$ cat src/rtl/q16da_pkg.sv
// q16da_pkg: shared constants, widths, types and character codes for the
// fixed-point to decimal text formatter. No dependencies.
package q16da_pkg;

    localparam int FRAC_BITS           = 15;
    localparam int MAX_FRACTION_DIGITS = 5;

    localparam int VALUE_W  = 32;
    localparam int INT_W    = VALUE_W - FRAC_BITS;
    localparam int PREC_REG_W = 4;
    localparam int BUF_REG_W  = 8;
    localparam int CFG_IDX_W  = 1;
    localparam int CFG_DATA_W = 8;
    localparam int CHAR_W     = 8;

    // decimal digits needed for the largest magnitude 2^(bits-1)
    function automatic int dec_digits(input int bits);
        longint m;
        int     d;
        m = longint'(1) << (bits - 1);
        d = 0;
        while (m > 0) begin
            m = m / 10;
            d++;
        end
        return d;
    endfunction

    localparam int INT_DIGITS = dec_digits(INT_W);
    localparam int BCD_W      = 4 * INT_DIGITS;
    localparam int CNT_W      = $clog2(INT_W + 1);
    localparam int ND_W       = $clog2(INT_DIGITS + 1);
    localparam int IDX_W      = (INT_DIGITS > 1) ? $clog2(INT_DIGITS) : 1;
    localparam int PREC_W     = $clog2(MAX_FRACTION_DIGITS + 1);
    localparam int NEED_W     = 9;
    localparam int PROD_W     = FRAC_BITS + 4;

    localparam logic [CFG_IDX_W-1:0] CFG_PRECISION = CFG_IDX_W'(0);
    localparam logic [CFG_IDX_W-1:0] CFG_BUF_SIZE  = CFG_IDX_W'(1);

    localparam logic [PREC_REG_W-1:0] PRECISION_RST = PREC_REG_W'(5);
    localparam logic [BUF_REG_W-1:0]  BUF_SIZE_RST  = BUF_REG_W'(16);

    localparam logic [CHAR_W-1:0] CH_ZERO  = 8'h30;
    localparam logic [CHAR_W-1:0] CH_DOT   = 8'h2E;
    localparam logic [CHAR_W-1:0] CH_MINUS = 8'h2D;
    localparam logic [CHAR_W-1:0] CH_NUL   = 8'h00;

    typedef enum logic [2:0] {
        ST_IDLE,
        ST_CONV,
        ST_CHECK,
        ST_SIGN,
        ST_INT,
        ST_DOT,
        ST_FRAC,
        ST_OVF
    } t_state;

endpackage

$ cat src/rtl/q16_15_to_decimal_ascii_core.sv
// q16_15_to_decimal_ascii_core: top level, sequencer, config registers and
// output register. Depends on q16da_pkg, q16da_dabble, q16da_frac.
//
//  channel   dir   handshake                   payload
//  in        in    i_in_valid / o_in_ready     i_fixed_value
//  out       out   o_out_valid / i_out_ready   o_ascii_char, o_last, o_overflow
//  cfg       in    i_cfg_we                    i_cfg_idx, i_cfg_wdata
//
// a value yields up to 12 characters here; the serial bcd converter takes one
// integer bit per cycle.
// one value is in flight at a time; o_in_ready is high only when idle.
// each output stall holds the sequencer for that cycle.
// synchronous active-low reset: precision 5, buffer size 16, output empty.
module q16_15_to_decimal_ascii_core import q16da_pkg::*; (
    input  logic                  i_clk,
    input  logic                  i_rst_n,
    input  logic                  i_in_valid,
    output logic                  o_in_ready,
    input  logic [VALUE_W-1:0]    i_fixed_value,
    output logic                  o_out_valid,
    input  logic                  i_out_ready,
    output logic [CHAR_W-1:0]     o_ascii_char,
    output logic                  o_last,
    output logic                  o_overflow,
    input  logic                  i_cfg_we,
    input  logic [CFG_IDX_W-1:0]  i_cfg_idx,
    input  logic [CFG_DATA_W-1:0] i_cfg_wdata
);

    t_state                r_state, n_state;
    logic [PREC_REG_W-1:0] r_precision;
    logic [BUF_REG_W-1:0]  r_buf_size;
    logic                  r_neg;
    logic [PREC_W-1:0]     r_prec;
    logic [IDX_W-1:0]      r_idx;
    logic [PREC_W-1:0]     r_fcnt;
    logic                  r_out_valid;
    logic [CHAR_W-1:0]     r_char;
    logic                  r_last;
    logic                  r_ovf;

    logic                  conv_start;
    logic                  conv_done;
    logic                  accept;
    logic                  out_free;
    logic [INT_W-1:0]      int_part;
    logic [INT_W-1:0]      mag;
    logic [BCD_W-1:0]      bcd;
    logic [3:0]            frac_digit;
    logic [ND_W-1:0]       nd;
    logic [PREC_W-1:0]     prec_c;
    logic [NEED_W-1:0]     need;
    logic                  too_long;
    logic                  frac_last;

    logic                  emit;
    logic [CHAR_W-1:0]     emit_char;
    logic                  emit_last;
    logic                  emit_ovf;
    logic                  frac_step;

    assign accept     = i_in_valid && o_in_ready;
    assign out_free   = !r_out_valid || i_out_ready;
    assign conv_start = accept;

    // floor shift, then magnitude
    assign int_part = i_fixed_value[VALUE_W-1:FRAC_BITS];
    assign mag      = i_fixed_value[VALUE_W-1] ? (INT_W'(0) - int_part) : int_part;

    q16da_dabble u_dabble (
        .i_clk   (i_clk),
        .i_rst_n (i_rst_n),
        .i_start (conv_start),
        .i_mag   (mag),
        .o_done  (conv_done),
        .o_bcd   (bcd)
    );

    q16da_frac u_frac (
        .i_clk   (i_clk),
        .i_load  (accept),
        .i_frac  (i_fixed_value[FRAC_BITS-1:0]),
        .i_step  (frac_step),
        .o_digit (frac_digit)
    );

    // significant integer digits, at least one
    always_comb begin
        nd = ND_W'(1);
        for (int i = 1; i < INT_DIGITS; i++) begin
            if (bcd[i*4 +: 4] != 4'd0) begin
                nd = ND_W'(i + 1);
            end
        end
    end

    assign prec_c = (r_precision > PREC_REG_W'(MAX_FRACTION_DIGITS))
                  ? PREC_W'(MAX_FRACTION_DIGITS) : PREC_W'(r_precision);
    assign need   = NEED_W'(r_neg) + NEED_W'(nd) + NEED_W'(prec_c) + NEED_W'(2);
    assign too_long  = need > NEED_W'(r_buf_size);
    assign frac_last = (r_fcnt + PREC_W'(1)) == r_prec;

    // next state
    always_comb begin
        n_state = r_state;
        case (r_state)
            ST_IDLE:  if (accept) n_state = ST_CONV;
            ST_CONV:  if (conv_done) n_state = ST_CHECK;
            ST_CHECK: begin
                if (too_long)   n_state = ST_OVF;
                else if (r_neg) n_state = ST_SIGN;
                else            n_state = ST_INT;
            end
            ST_SIGN:  if (out_free) n_state = ST_INT;
            ST_INT:   if (out_free && r_idx == '0) n_state = ST_DOT;
            ST_DOT: begin
                if (out_free) n_state = (r_prec == '0) ? ST_IDLE : ST_FRAC;
            end
            ST_FRAC:  if (out_free && frac_last) n_state = ST_IDLE;
            ST_OVF:   if (out_free) n_state = ST_IDLE;
            default:  n_state = ST_IDLE;
        endcase
    end

    // outputs of the sequencer
    always_comb begin
        emit       = 1'b0;
        emit_char  = CH_NUL;
        emit_last  = 1'b0;
        emit_ovf   = 1'b0;
        frac_step  = 1'b0;
        o_in_ready = 1'b0;
        case (r_state)
            ST_IDLE: o_in_ready = 1'b1;
            ST_SIGN: begin
                emit      = out_free;
                emit_char = CH_MINUS;
            end
            ST_INT: begin
                emit      = out_free;
                emit_char = CH_ZERO + CHAR_W'(bcd[r_idx*4 +: 4]);
            end
            ST_DOT: begin
                emit      = out_free;
                emit_char = CH_DOT;
                emit_last = (r_prec == '0);
            end
            ST_FRAC: begin
                emit      = out_free;
                frac_step = out_free;
                emit_char = CH_ZERO + CHAR_W'(frac_digit);
                emit_last = frac_last;
            end
            ST_OVF: begin
                emit      = out_free;
                emit_char = CH_NUL;
                emit_last = 1'b1;
                emit_ovf  = 1'b1;
            end
            default: ;
        endcase
    end

    always_ff @(posedge i_clk) begin
        if (!i_rst_n) begin
            r_state     <= ST_IDLE;
            r_precision <= PRECISION_RST;
            r_buf_size  <= BUF_SIZE_RST;
            r_out_valid <= 1'b0;
        end else begin
            r_state <= n_state;
            if (i_cfg_we) begin
                case (i_cfg_idx)
                    CFG_PRECISION: r_precision <= i_cfg_wdata[PREC_REG_W-1:0];
                    CFG_BUF_SIZE:  r_buf_size  <= i_cfg_wdata[BUF_REG_W-1:0];
                    default: ;
                endcase
            end
            if (emit) begin
                r_out_valid <= 1'b1;
            end else if (i_out_ready) begin
                r_out_valid <= 1'b0;
            end
        end
    end

    always_ff @(posedge i_clk) begin
        if (accept) begin
            r_neg <= i_fixed_value[VALUE_W-1];
        end
        if (r_state == ST_CHECK) begin
            r_prec <= prec_c;
            r_idx  <= IDX_W'(nd - ND_W'(1));
            r_fcnt <= '0;
        end
        if (r_state == ST_INT && out_free && r_idx != '0) begin
            r_idx <= r_idx - IDX_W'(1);
        end
        if (frac_step) begin
            r_fcnt <= r_fcnt + PREC_W'(1);
        end
        if (emit) begin
            r_char <= emit_char;
            r_last <= emit_last;
            r_ovf  <= emit_ovf;
        end
    end

    assign o_out_valid  = r_out_valid;
    assign o_ascii_char = r_char;
    assign o_last       = r_last;
    assign o_overflow   = r_ovf;

endmodule

$ cat src/rtl/q16da_dabble.sv
// q16da_dabble: bit-serial binary to bcd converter (shift and add three),
// one magnitude bit per cycle. Depends on q16da_pkg.
module q16da_dabble import q16da_pkg::*; (
    input  logic             i_clk,
    input  logic             i_rst_n,
    input  logic             i_start,
    input  logic [INT_W-1:0] i_mag,
    output logic             o_done,
    output logic [BCD_W-1:0] o_bcd
);

    logic             r_busy, n_busy;
    logic [CNT_W-1:0] r_cnt, n_cnt;
    logic [INT_W-1:0] r_bin, n_bin;
    logic [BCD_W-1:0] r_bcd, n_bcd;
    logic [BCD_W-1:0] adj;

    always_comb begin
        for (int i = 0; i < INT_DIGITS; i++) begin
            adj[i*4 +: 4] = (r_bcd[i*4 +: 4] >= 4'd5) ? r_bcd[i*4 +: 4] + 4'd3
                                                       : r_bcd[i*4 +: 4];
        end
    end

    assign o_done = r_busy && (r_cnt == CNT_W'(INT_W - 1));
    assign o_bcd  = r_bcd;

    always_comb begin
        n_busy = r_busy;
        n_cnt  = r_cnt;
        n_bin  = r_bin;
        n_bcd  = r_bcd;
        if (i_start) begin
            n_busy = 1'b1;
            n_cnt  = '0;
            n_bin  = i_mag;
            n_bcd  = '0;
        end else if (r_busy) begin
            n_bcd = {adj[BCD_W-2:0], r_bin[INT_W-1]};
            n_bin = {r_bin[INT_W-2:0], 1'b0};
            n_cnt = r_cnt + CNT_W'(1);
            if (o_done) begin
                n_busy = 1'b0;
            end
        end
    end

    always_ff @(posedge i_clk) begin
        if (!i_rst_n) begin
            r_busy <= 1'b0;
            r_cnt  <= '0;
        end else begin
            r_busy <= n_busy;
            r_cnt  <= n_cnt;
        end
        r_bin <= n_bin;
        r_bcd <= n_bcd;
    end

endmodule

$ cat src/rtl/q16da_frac.sv
// q16da_frac: fraction digit generator, one decimal digit per step by a
// times-ten shift-add on the running fraction. Depends on q16da_pkg.
module q16da_frac import q16da_pkg::*; (
    input  logic                 i_clk,
    input  logic                 i_load,
    input  logic [FRAC_BITS-1:0] i_frac,
    input  logic                 i_step,
    output logic [3:0]           o_digit
);

    logic [FRAC_BITS-1:0] r_acc, n_acc;
    logic [PROD_W-1:0]    prod;

    // x*10 = x*8 + x*2
    assign prod    = (PROD_W'(r_acc) << 3) + (PROD_W'(r_acc) << 1);
    assign o_digit = prod[PROD_W-1:FRAC_BITS];

    always_comb begin
        n_acc = r_acc;
        if (i_load) begin
            n_acc = i_frac;
        end else if (i_step) begin
            n_acc = prod[FRAC_BITS-1:0];
        end
    end

    always_ff @(posedge i_clk) begin
        r_acc <= n_acc;
    end

endmodule

$ cat config.mk
export PLATFORM = sky130hd
export DESIGN_NAME = q16_15_to_decimal_ascii_core
export DESIGN_NICKNAME = d
export VERILOG_FILES = /design/src/rtl/q16da_pkg.sv /design/src/rtl/q16_15_to_decimal_ascii_core.sv /design/src/rtl/q16da_dabble.sv /design/src/rtl/q16da_frac.sv
export SDC_FILE = /design/constraint.sdc
export NUM_CORES = 1
export LEC_CHECK = 0
export BUFFER_PORTS_ARGS = -buffer_cell sky130_fd_sc_hd__buf_2
export CAP_MARGIN = 20
export CORE_MARGIN = 8
export CORE_UTILIZATION = 36
export CTS_CLUSTER_SIZE = 12
export DETAILED_ROUTE_END_ITERATION = 10
export SETUP_SLACK_MARGIN = 0.3
export SLEW_MARGIN = 20
export SYNTH_ARGS = -nofsm -noshare
export SYNTH_HDL_FRONTEND = slang
export SYNTH_SLANG_ARGS = --single-unit
$ cat constraint.sdc
create_clock -name i_clk -period 5 [get_ports i_clk]
set_input_delay 0 -clock i_clk [delete_from_list [all_inputs] [get_ports i_clk]]
set_output_delay 0 -clock i_clk [all_outputs]
set_load 0.01 [all_outputs]
======== Word level (Yosys, flattened, before mapping) ========
Cells that the tools add are included.
W data, S select, Z words.
operators by class
  shift-type cells ........................ 1
  add/sub/neg operators ................... 16
  equality and inequality tests ........... 16
  reduce and logical (&&, ||, !) cells .... 26
  bitwise operators ....................... 2
  mux-type cells .......................... 41
  $lt $le $gt $ge ......................... 7
operator list
  cell                     number
  $mux W3                  19
  $mux W17                 3
  $mux W15                 2
  $pmux W7 S4              1
  $pmux W3 S8              1
  $ge A4 B3 Y1 const B     5
  $shiftx A20 B6 Y4        1
  $add A18 B16 Y19         1
  $sub A1 B17 Y17 const A  1
  $add A4 B2 Y4 const B    4
  $mux W4                  4
  $reduce_bool A4 Y1       4
  $add A6 B4 Y7 const A    2
  $ne A2 B2 Y1 const B     7
  $eq A3 B3 Y1 const B     4
  $reduce_bool A2 Y1       5
  $logic_not A3 Y1         3
  $mux W1                  9
  $gt A6 B8 Y1             1
  $reduce_and A7 Y1        1
  $add A5 B2 Y6 const B    1
  $eq A3 B2 Y1 const B     2
  $logic_and A1 B1 Y1      6
  $sub A3 B1 Y3 const B    2
  18 further kinds         20
storage, ports and cells
  flip-flop bits (word level) ............. 94
  word-level logic and storage cells ...... 125
  bits of input ports ..................... 46

======== Logic depth before layout (Yosys ltp) ========
Gate-level depths: netlist of run 1.
  depth after elaboration ................. 11
  depth in mapped cells ................... 16

======== Modules after synthesis ========
A second synthesis of run 1 with hierarchy kept.
unflattened totals
  cells, all modules ...................... 625
  area, all modules ....................... 6025.8 sq um
modules (own cells, without submodules)
  module                        area an instance (sq um)  cells each  instances
  q16_15_to_decimal_ascii_core  2447.3                    276         1
  q16da_dabble                  2237.1                    217         1
  q16da_frac                    1341.3                    132         1

======== Least setup slack after synthesis of run 1 ========
No wires, ideal clock.
  kind .................................... reg-to-reg
  start ................................... reg u_dabble.r_bcd[16] (netlist: u_dabble.o_bcd[16])
  end ..................................... reg r_state[2]
  arrival ................................. 3335 ps
  data required time ...................... 4913 ps
  path slack .............................. 1578 ps
  library setup time ...................... 87 ps
  stages on the path, launching flop included .. 17
  path buffers ............................ 0
  cell sequence ........................... dfxtp_1 -> inv_1 -> ha_1 -> nor3b_1 -> nand2_1 -> a31o_2 -> ha_1 -> inv_1 -> ha_1 -> fa_1 -> xor2_1 -> ha_1 -> nand2_1 -> o21ai_0 -> nor4b_1 -> nor4_1 -> nor4b_2
between the ends
  longest elaborated chain between the ends .. 8
RTL lines
  element                 RTL line                             text
  start, declared         q16da_dabble.sv:15                   logic [BCD_W-1:0] r_bcd, n_bcd;
  start signal, assigned  q16da_dabble.sv:57                   r_bcd <= n_bcd;
  $reduce_bool A4 Y1      q16_15_to_decimal_ascii_core.sv:91   if (bcd[i*4 +: 4] != 4'd0) begin
  $mux W3                 q16_15_to_decimal_ascii_core.sv:91
  $add A1 B3 Y4           q16_15_to_decimal_ascii_core.sv:99   assign need = NEED_W'(r_neg) + NEED_W'(nd) + NEED_W'(prec_c) + NEED_W'(2);
  $add A4 B3 Y5           q16_15_to_decimal_ascii_core.sv:99
  $add A5 B2 Y6           q16_15_to_decimal_ascii_core.sv:99
  $gt A6 B8 Y1            q16_15_to_decimal_ascii_core.sv:100  assign too_long = need > NEED_W'(r_buf_size);
  $mux W3                 q16_15_to_decimal_ascii_core.sv:110  if (too_long) n_state = ST_OVF;
  $pmux W3 S8             q16_15_to_decimal_ascii_core.sv:106  case (r_state)
  end signal, assigned    q16_15_to_decimal_ascii_core.sv:171  r_state <= n_state;
  end, declared           q16_15_to_decimal_ascii_core.sv:30   t_state r_state, n_state;
Every way passes these cells.
A chain may end at the register's enable or synchronous reset.

======== Final worst setup path of run 1 ========
Same ends and word-level chain as after synthesis.

==> metrics.cfg, run 1 <==
[yosys]
synthFlopType = edfxtp_1
synth_xor_area_share_pct = 6.74
synth_top_cell_by_area = edfxtp_1
synth_common_cells = nand2_1, o21ai_0, edfxtp_1
avgSynthCellArea_um2 = 9.06
synthMuxAreaShare_pct = 5.23
ys_seq_area_share_pct = 41.0
synth_area_leaders = edfxtp_1, dfxtp_1, ha_1
yosysWarningCount = 0
synth.most_common_cell = nand2_1
syn-cell-area_um2 = 5720
synthArstFlopShare_pct = 0
ys_ff_latch = 92
synth_compound_area_share_pct = 15.3
synth-simple-area-share_pct = 17.4
synthCells = 631
ys_types = 53
synth_enable_flop_cells = 50
synth_top_cell_area_share_pct = 26.3
synth_top_family_by_area = simple AND/OR/NAND/NOR gates
synth_fa_ha_area_share_pct = 9.37

[setup_path]
crit_fanout = 5
critical_path_class = register to register
cp_data_required_time_ns = 5.26
worstPathArrival_ns = 4.20
setup.worst_path.end_class = register
worstSetupStartpointType = register

[die]
die_y_um = 142
dieArea_um2 = 20200
chipWidth_um = 142
rows = 46
num_io_pins = 58
initial_core_util_pct = 36.4
core_um2 = 15700

[timing]
finalWorstSetupSlack_ns = 1.06
fin_setup_tns_ns = 0
worst_clock_skew_ns = 0.00985
hold_violations = 0
setup_viol = 0
min_period_over_period_pct = 78.7
worstMarginPinSlew_ns = 0.746
period_needed_ns = 3.94
rsz0062_at_grt = false
timing.hold.ws_ns = 0.0138
clock.fmax_mhz = 254
slew_violations = 0
relSlewSlack_pct = 50.2

[global_routing]
overflow = 0
top_usage_layer = met2
grt_pass1_vias = 4558
grt_max_degree = 52
grt_pass1_wl_um = 21600
grtUsageMet1_pct = 15.7
antenna_found_initial = 0
met3_usage_pct = 2.65
grt_util_all_layers_pct = 13.3
use_met2_pct = 22.9

[clock_tree]
cts.sinks = 92
cts_buffer_depth = 2
clk_latency_ns = 0.35
cts_made_buffers = 9
clk_pin_slew_worst_paths_ns = 0.07
cts_tree = done
htreeDepth = 3
cts-root-buf = clkbuf_16

[power]
netSwitchingPower_mw = 1.44
p_leak_nw = 2.67
vdd_drop_max_uv = 198
switching_share_pct = 39.4
power_density_nw_per_um2 = 542
p_int_mw = 2.21
pwr-share-seq_pct = 36.4
clockPowerShare_pct = 18.5
pwr-share-comb_pct = 45.1

[finish]
seq_area_um2 = 2340
fillers = 1516
finalInstanceArea_um2 = 6730
finish.utilization_pct = 42.9
multiInputGateArea_um2 = 3100
syn2layout_area_growth_pct = 17.8
layout.nets = 789
final_layout_size_suffix_gt1_share_pct = 11.5
diodes = 0

[outcome]
status = completed

[placed_design]
dp.final_hpwl_um = 9360
place_congestion = 0.840
placed_area_um2 = 6150
port_buffers = 55
place_ws_ns = 1.13

[drt]
dr.pass1.iters = 4
wl_per_cell_um = 13.8
vias = 4664
ant_nets = 0
via_per_inst = 5.05
drt_iter0_markers = 281
drc = 0
wl_um = 12800

[job]
drv_cap = 0

[min_path]
hold_path_class = input pin to register

[registers in the layout (all words and copies together) (netlist names)]
name             flops
o_ascii_char         6
o_out_valid          1
r_neg                1
u_dabble.r_busy      1
r_precision          4
r_idx                3
r_state              3
u_dabble.r_bin      17
o_overflow           1
u_frac.r_acc        15
r_buf_size           8
r_fcnt               3
o_last               1
u_dabble.r_cnt       5
u_dabble.o_bcd      20
r_prec               3
[metal layers]
layer / part of all wire (%) / wire [um]
met1: 44 / 5650
met3: 3.6 / 466
met4: 1.9 / 242
met2: 50 / 6420
met5: 0 / 0
[critical path, stage by stage, from the launching register on]
cell and delay (ns):
dfxtp_1 0.36, inv_1 0.07, ha_1 0.20, nor3b_1 0.28, nand2_1 0.15, a31o_2 0.25
ha_1 0.27, inv_1 0.04, ha_1 0.21, fa_1 0.39, xor2_1 0.17, ha_1 0.30
nand2_1 0.08, o21ai_0 0.14, nor4b_1 0.54, nor4_1 0.13, nor4b_2 0.27
[path summary, 6_finish.rpt]
kind | from | endpoint | slack, ns | depth (start not counted)
max | u_dabble.o_bcd[16] | r_state[2] | 1.06 | 16
min | i_cfg_idx | r_buf_size[2] | 0.01 | 3
max reg2reg | u_dabble.o_bcd[16] | r_state[2] | 1.06 | 16
min reg2reg | r_buf_size[1] | r_buf_size[1] | 0.47 | 2
[per-stage QoR]
step           instances  total power [mW]
2_1_floorplan        632              2.57
3_3_place_gp         879              2.89
3_5_place_dp         879              2.95
4_1_cts              922              3.65
5_1_grt              923              3.95
6_report             923              3.65
[area by class of cell]
class	count	area share, %
Clock buffer	12	3.51
Clock inverter	4	0.762
Inverter	39	2.17
Multi-Input combinational cell	475	46.0
Sequential cell	92	34.8
Tap cell	216	4.01
Timing Repair Buffer	85	8.73
[power groups by stage]
| stage | clock network, mW | registers (mW) | logic [mW] |
|---|---|---|---|
| after floorplan | 0 | 1.26 | 1.31 |
| after global placement | 0 | 1.34 | 1.56 |
| after detailed placement | 0 | 1.35 | 1.60 |
| after CTS | 0.694 | 1.33 | 1.63 |
| after global routing | 0.727 | 1.36 | 1.87 |
| final | 0.675 | 1.33 | 1.64 |
[cell families after synthesis]
| kind of cell | Yosys count |
|---|---|
| AND/OR/NAND/NOR | 216 |
| AO/OA/AOI/OAI | 149 |
| flip-flops | 92 |
| buffers and inverters | 65 |
| XOR/XNOR | 44 |
| adder cells (fa/ha/maj) | 41 |
| multiplexers | 23 |
| other | 1 |
[layout by cell type, fill, tap and decap left out, types with 4 or more instances in the layout]
cell           instances
inv_1                 38
edfxtp_1              50
nand2_1               89
o31ai_1                6
ha_1                  38
clkbuf_16              9
nand3_1               21
o21ai_0               58
nor2_1                49
nor3_1                11
dfxtp_1               42
dlygate4sd3_1         27
a21boi_0               9
nor3b_1                4
nor2b_1                8
nand4_1                4
nand2b_1              13
buf_2                 55
o211ai_1               4
mux2i_1               16
a21oi_1               49
mux4_1                 4
xor2_1                28
xnor2_1               16
[repair_timing]
item | CTS | global route
gates resized for setup | 0 | 0
hold endpoints to repair | 27 | 0
buffers inserted | 0 | 0
hold buffers | 27 | 0
(Power assumes the default switching activity.)
==> run 2: changes to the inputs <==
--- a/config.mk
+++ b/config.mk
@@ -5,6 +5,7 @@
 export SDC_FILE = /design/constraint.sdc
 export NUM_CORES = 1
 export LEC_CHECK = 0
+export ABC_AREA = 1
 export BUFFER_PORTS_ARGS = -buffer_cell sky130_fd_sc_hd__buf_2
 export CAP_MARGIN = 20
 export CORE_MARGIN = 8
==> constraint.sdc (replaced) <==
create_clock -name i_clk -period 4.1 [get_ports i_clk]
set_input_delay 0 -clock i_clk [delete_from_list [all_inputs] [get_ports i_clk]]
set_output_delay 0 -clock i_clk [all_outputs]
set_load 0.01 [all_outputs]
==> metrics.cfg, run 2 <==
[timing]
relSlewSlack_pct = 52.0  ; was 50.2%
worstMarginPinSlew_ns = 0.718  ; was 0.746 ns
hold_violations = 0  ; unchanged
setup_viol = 0  ; unchanged
timing.hold.ws_ns = 0.0117  ; was 0.0138 ns
worst_clock_skew_ns = 0.00806  ; was 0.00985 ns
slew_violations = 0  ; unchanged
min_period_over_period_pct = 81.4  ; was 78.7%
rsz0062_at_grt = false  ; unchanged
fin_setup_tns_ns = 0  ; unchanged
clock.fmax_mhz = 300  ; was 254 MHz
period_needed_ns = 3.34  ; was 3.94 ns
finalWorstSetupSlack_ns = 0.765  ; was 1.06 ns

[die]
num_io_pins = 58  ; unchanged
core_um2 = 15900  ; was 15700 um2
chipWidth_um = 143  ; was 142 um
initial_core_util_pct = 36.7  ; was 36.4%
dieArea_um2 = 20500  ; was 20200 um2
die_y_um = 143  ; was 142 um
rows = 46  ; unchanged

[power]
power_density_nw_per_um2 = 638  ; was 542 nW/um2
p_total_mw = 4.37  ; was 3.65 mW
p_leak_nw = 3.14  ; was 2.67 nW
vdd_drop_max_uv = 238  ; was 198 uV

[yosys]
syn-cell-area_um2 = 5830  ; was 5720 um2
synth_top_cell_area_share_pct = 25.8  ; was 26.3%
synth_enable_flop_cells = 50  ; unchanged
ys_ff_latch = 92  ; unchanged
synth_common_cells = nand2_1, inv_1, nor2_1  ; was nand2_1, o21ai_0, edfxtp_1
yosysWarningCount = 0  ; unchanged
synthArstFlopShare_pct = 0  ; unchanged
ys_types = 43  ; was 53
synthFlopType = edfxtp_1  ; unchanged
synth.most_common_cell = nand2_1  ; unchanged
avgSynthCellArea_um2 = 7.62  ; was 9.06 um2
synth_top_cell_by_area = edfxtp_1  ; unchanged
synth_area_leaders = edfxtp_1, dfxtp_1, nand2_1  ; was edfxtp_1, dfxtp_1, ha_1
synthCells = 765  ; was 631
ys_seq_area_share_pct = 40.2  ; was 41.0%

[global_routing]
grt_pass1_wl_um = 22800  ; was 21600 um
antenna_found_initial = 0  ; unchanged
grt_util_all_layers_pct = 13.7  ; was 13.3%
grt_max_degree = 46  ; was 52
grt_pass1_vias = 4792  ; was 4558
overflow = 0  ; unchanged

[placed_design]
place_congestion = 0.842  ; was 0.840
place_ws_ns = 0.816  ; was 1.13 ns
dp.final_hpwl_um = 10000  ; was 9360 um
port_buffers = 55  ; unchanged
post-place-cells = 1022  ; was 879

[setup_path]
crit_path_frequent_cell = nand2_1  ; was ha_1
crit_path_top_delay_cell = o41ai_1  ; was nor4b_1
rrSetupSlack_ns = 0.76  ; was 1.06 ns
cp_num_cells = 22  ; was 16
critical_path_class = register to register  ; unchanged
rr_startpoint = u_dabble.o_bcd[8]  ; was u_dabble.o_bcd[16]
critPathBufInv = 4  ; was 2
max_stage_delay_ns = 0.52  ; was 0.54 ns
timing.rr.end = r_state[1]  ; was r_state[2]
crit_family = adder cells  ; was simple AND/OR/NAND/NOR gates
worstPathCellList = inv_1, ha_1, nand2_1, o41ai_1, ha_1, inv_1, ha_1, fa_1, xor2_1, ha_1, nand2_1, inv_1, nand2_1, nand2_1, nand2_1, nand2_1, nand2_1, nand2_1, nand2_1, nand3_1, nand2_1, inv_1  ; was inv_1, ha_1, nor3b_1, nand2_1, a31o_2, ha_1, inv_1, ha_1, fa_1, xor2_1, ha_1, nand2_1, o21ai_0, nor4b_1, nor4_1, nor4b_2
crit_fanout = 5  ; unchanged
worstSetupStartpointType = register  ; unchanged
worstPathArrival_ns = 3.57  ; was 4.20 ns
setup.worst_path.end_class = register  ; unchanged
cp_data_required_time_ns = 4.34  ; was 5.26 ns
worstRegToRegCells = 22  ; was 16

[clock_tree]
cts.sinks = 92  ; unchanged
cts-root-buf = clkbuf_16  ; unchanged
cts_buffer_depth = 2  ; unchanged
clk_latency_ns = 0.34  ; was 0.35 ns
clk_pin_slew_worst_paths_ns = 0.07  ; about the same
cts_tree = done  ; unchanged
htreeDepth = 3  ; unchanged
cts_made_buffers = 9  ; unchanged
post-cts-setup-buffer-count = 0  ; unchanged

[drt]
ant_nets = 0  ; unchanged
wl_per_cell_um = 12.7  ; was 13.8 um
via_per_inst = 4.84  ; was 5.05
dr.pass1.iters = 5  ; was 4
drc = 0  ; unchanged
wl_um = 13500  ; was 12800 um
drt_iter0_markers = 347  ; was 281
vias = 5141  ; was 4664

[finish]
syn2layout_area_growth_pct = 17.5  ; was 17.8%
largest_reg_flops = 20  ; unchanged
final_layout_size_suffix_gt1_share_pct = 10.4  ; was 11.5%
seq_area_um2 = 2340  ; unchanged
layout.nets = 929  ; was 789
layout.cells.non_filler = 1063  ; was 923
diodes = 0  ; unchanged
layout_common_cells = nand2_1, inv_1, nor2_1  ; was nand2_1, o21ai_0, buf_2
multiInputGateArea_um2 = 2970  ; was 3100 um2
final_common_cell = nand2_1  ; unchanged
fillers = 1628  ; was 1516

[min_path]
hold_path_class = input pin to register  ; unchanged
min_from = i_fixed_value[15]  ; was i_cfg_idx
min_to = u_dabble.r_bin[0]  ; was r_buf_size[2]
whs_path_depth = 3  ; unchanged

[job]
drv_cap = 0  ; unchanged

[outcome]
status = completed  ; unchanged

[run 2: final cells by class]
| type | count | share of cell area [%] |
|---|---|---|
| multi-input combinational | 544 | 43.4 |
| sequential | 92 | 34.2 |
| timing repair buffer | 81 | 7.78 |
| inverter | 114 | 6.25 |
| tap | 216 | 3.95 |
| clock buffer | 11 | 3.85 |
| clock inverter | 5 | 0.603 |
[run 2: logic make-up (layout without fill, tap and decap cells)]
group           after synthesis  in the layout  synth area share (%)
compound gates              155            155                  14.9
xor+xnor                     17             17                  2.55
fa+ha+maj                    41             41                  9.19
buf+inv                     130            211                  8.91
flops                        92             92                  40.2
other cells                   1              2                0.0643
simple gates                329            329                  24.2
[run 2: power breakdown]
part	switching (mW)	internal [mW]
Combinational	1.29	0.685
Clock	0.368	0.471
Sequential	0.166	1.39
[run 2: repair_timing]
item | in CTS | in global routing
hold buffers | 25 | 0
resized for setup | 0 | 0
hold endpoints to repair | 26 | 0
[run 2: worst max-delay path by stage]
stage,to,slack (ns),start
6_report,r_state[1],0.76,u_dabble.o_bcd[8]
5_1_grt,r_state[1],0.49,u_dabble.o_bcd[16]
4_1_cts,r_state[1],0.79,u_dabble.o_bcd[8]
3_5_place_dp,r_state[1],0.82,u_dabble.o_bcd[8]
3_3_place_gp,r_state[1],0.91,u_dabble.o_bcd[17]
2_1_floorplan,r_state[1],1.12,u_dabble.o_bcd[4]
[run 2: metrics by stage]
step | util (%) | cell area (um2)
after floorplan | - | 5830
after global placement | 39.6 | 6290
after detailed placement | 39.6 | 6290
after CTS | 43.1 | 6850
after global routing | 43.1 | 6850
final | 43.1 | 6850
[run 2: worst reg2reg max path: stages, from the launching register on]
cell and delay [ns]:
dfxtp_1 0.35, inv_1 0.11, ha_1 0.20, nand2_1 0.10
o41ai_1 0.52, ha_1 0.21, inv_1 0.04, ha_1 0.22
fa_1 0.38, xor2_1 0.17, ha_1 0.29, nand2_1 0.07
inv_1 0.04, nand2_1 0.05, nand2_1 0.04, nand2_1 0.05
nand2_1 0.05, nand2_1 0.07, nand2_1 0.07, nand2_1 0.06
nand3_1 0.07, nand2_1 0.06, inv_1 0.03
[run 2: per-layer routing]
layer	vias up	track usage [%]	share of wire (%)
li1	2710	-	-
met1	2309	18.3	49
met2	109	22.2	45
met3	13	2.07	4.5
met4	0	4.65	1.3
met5	-	0	0
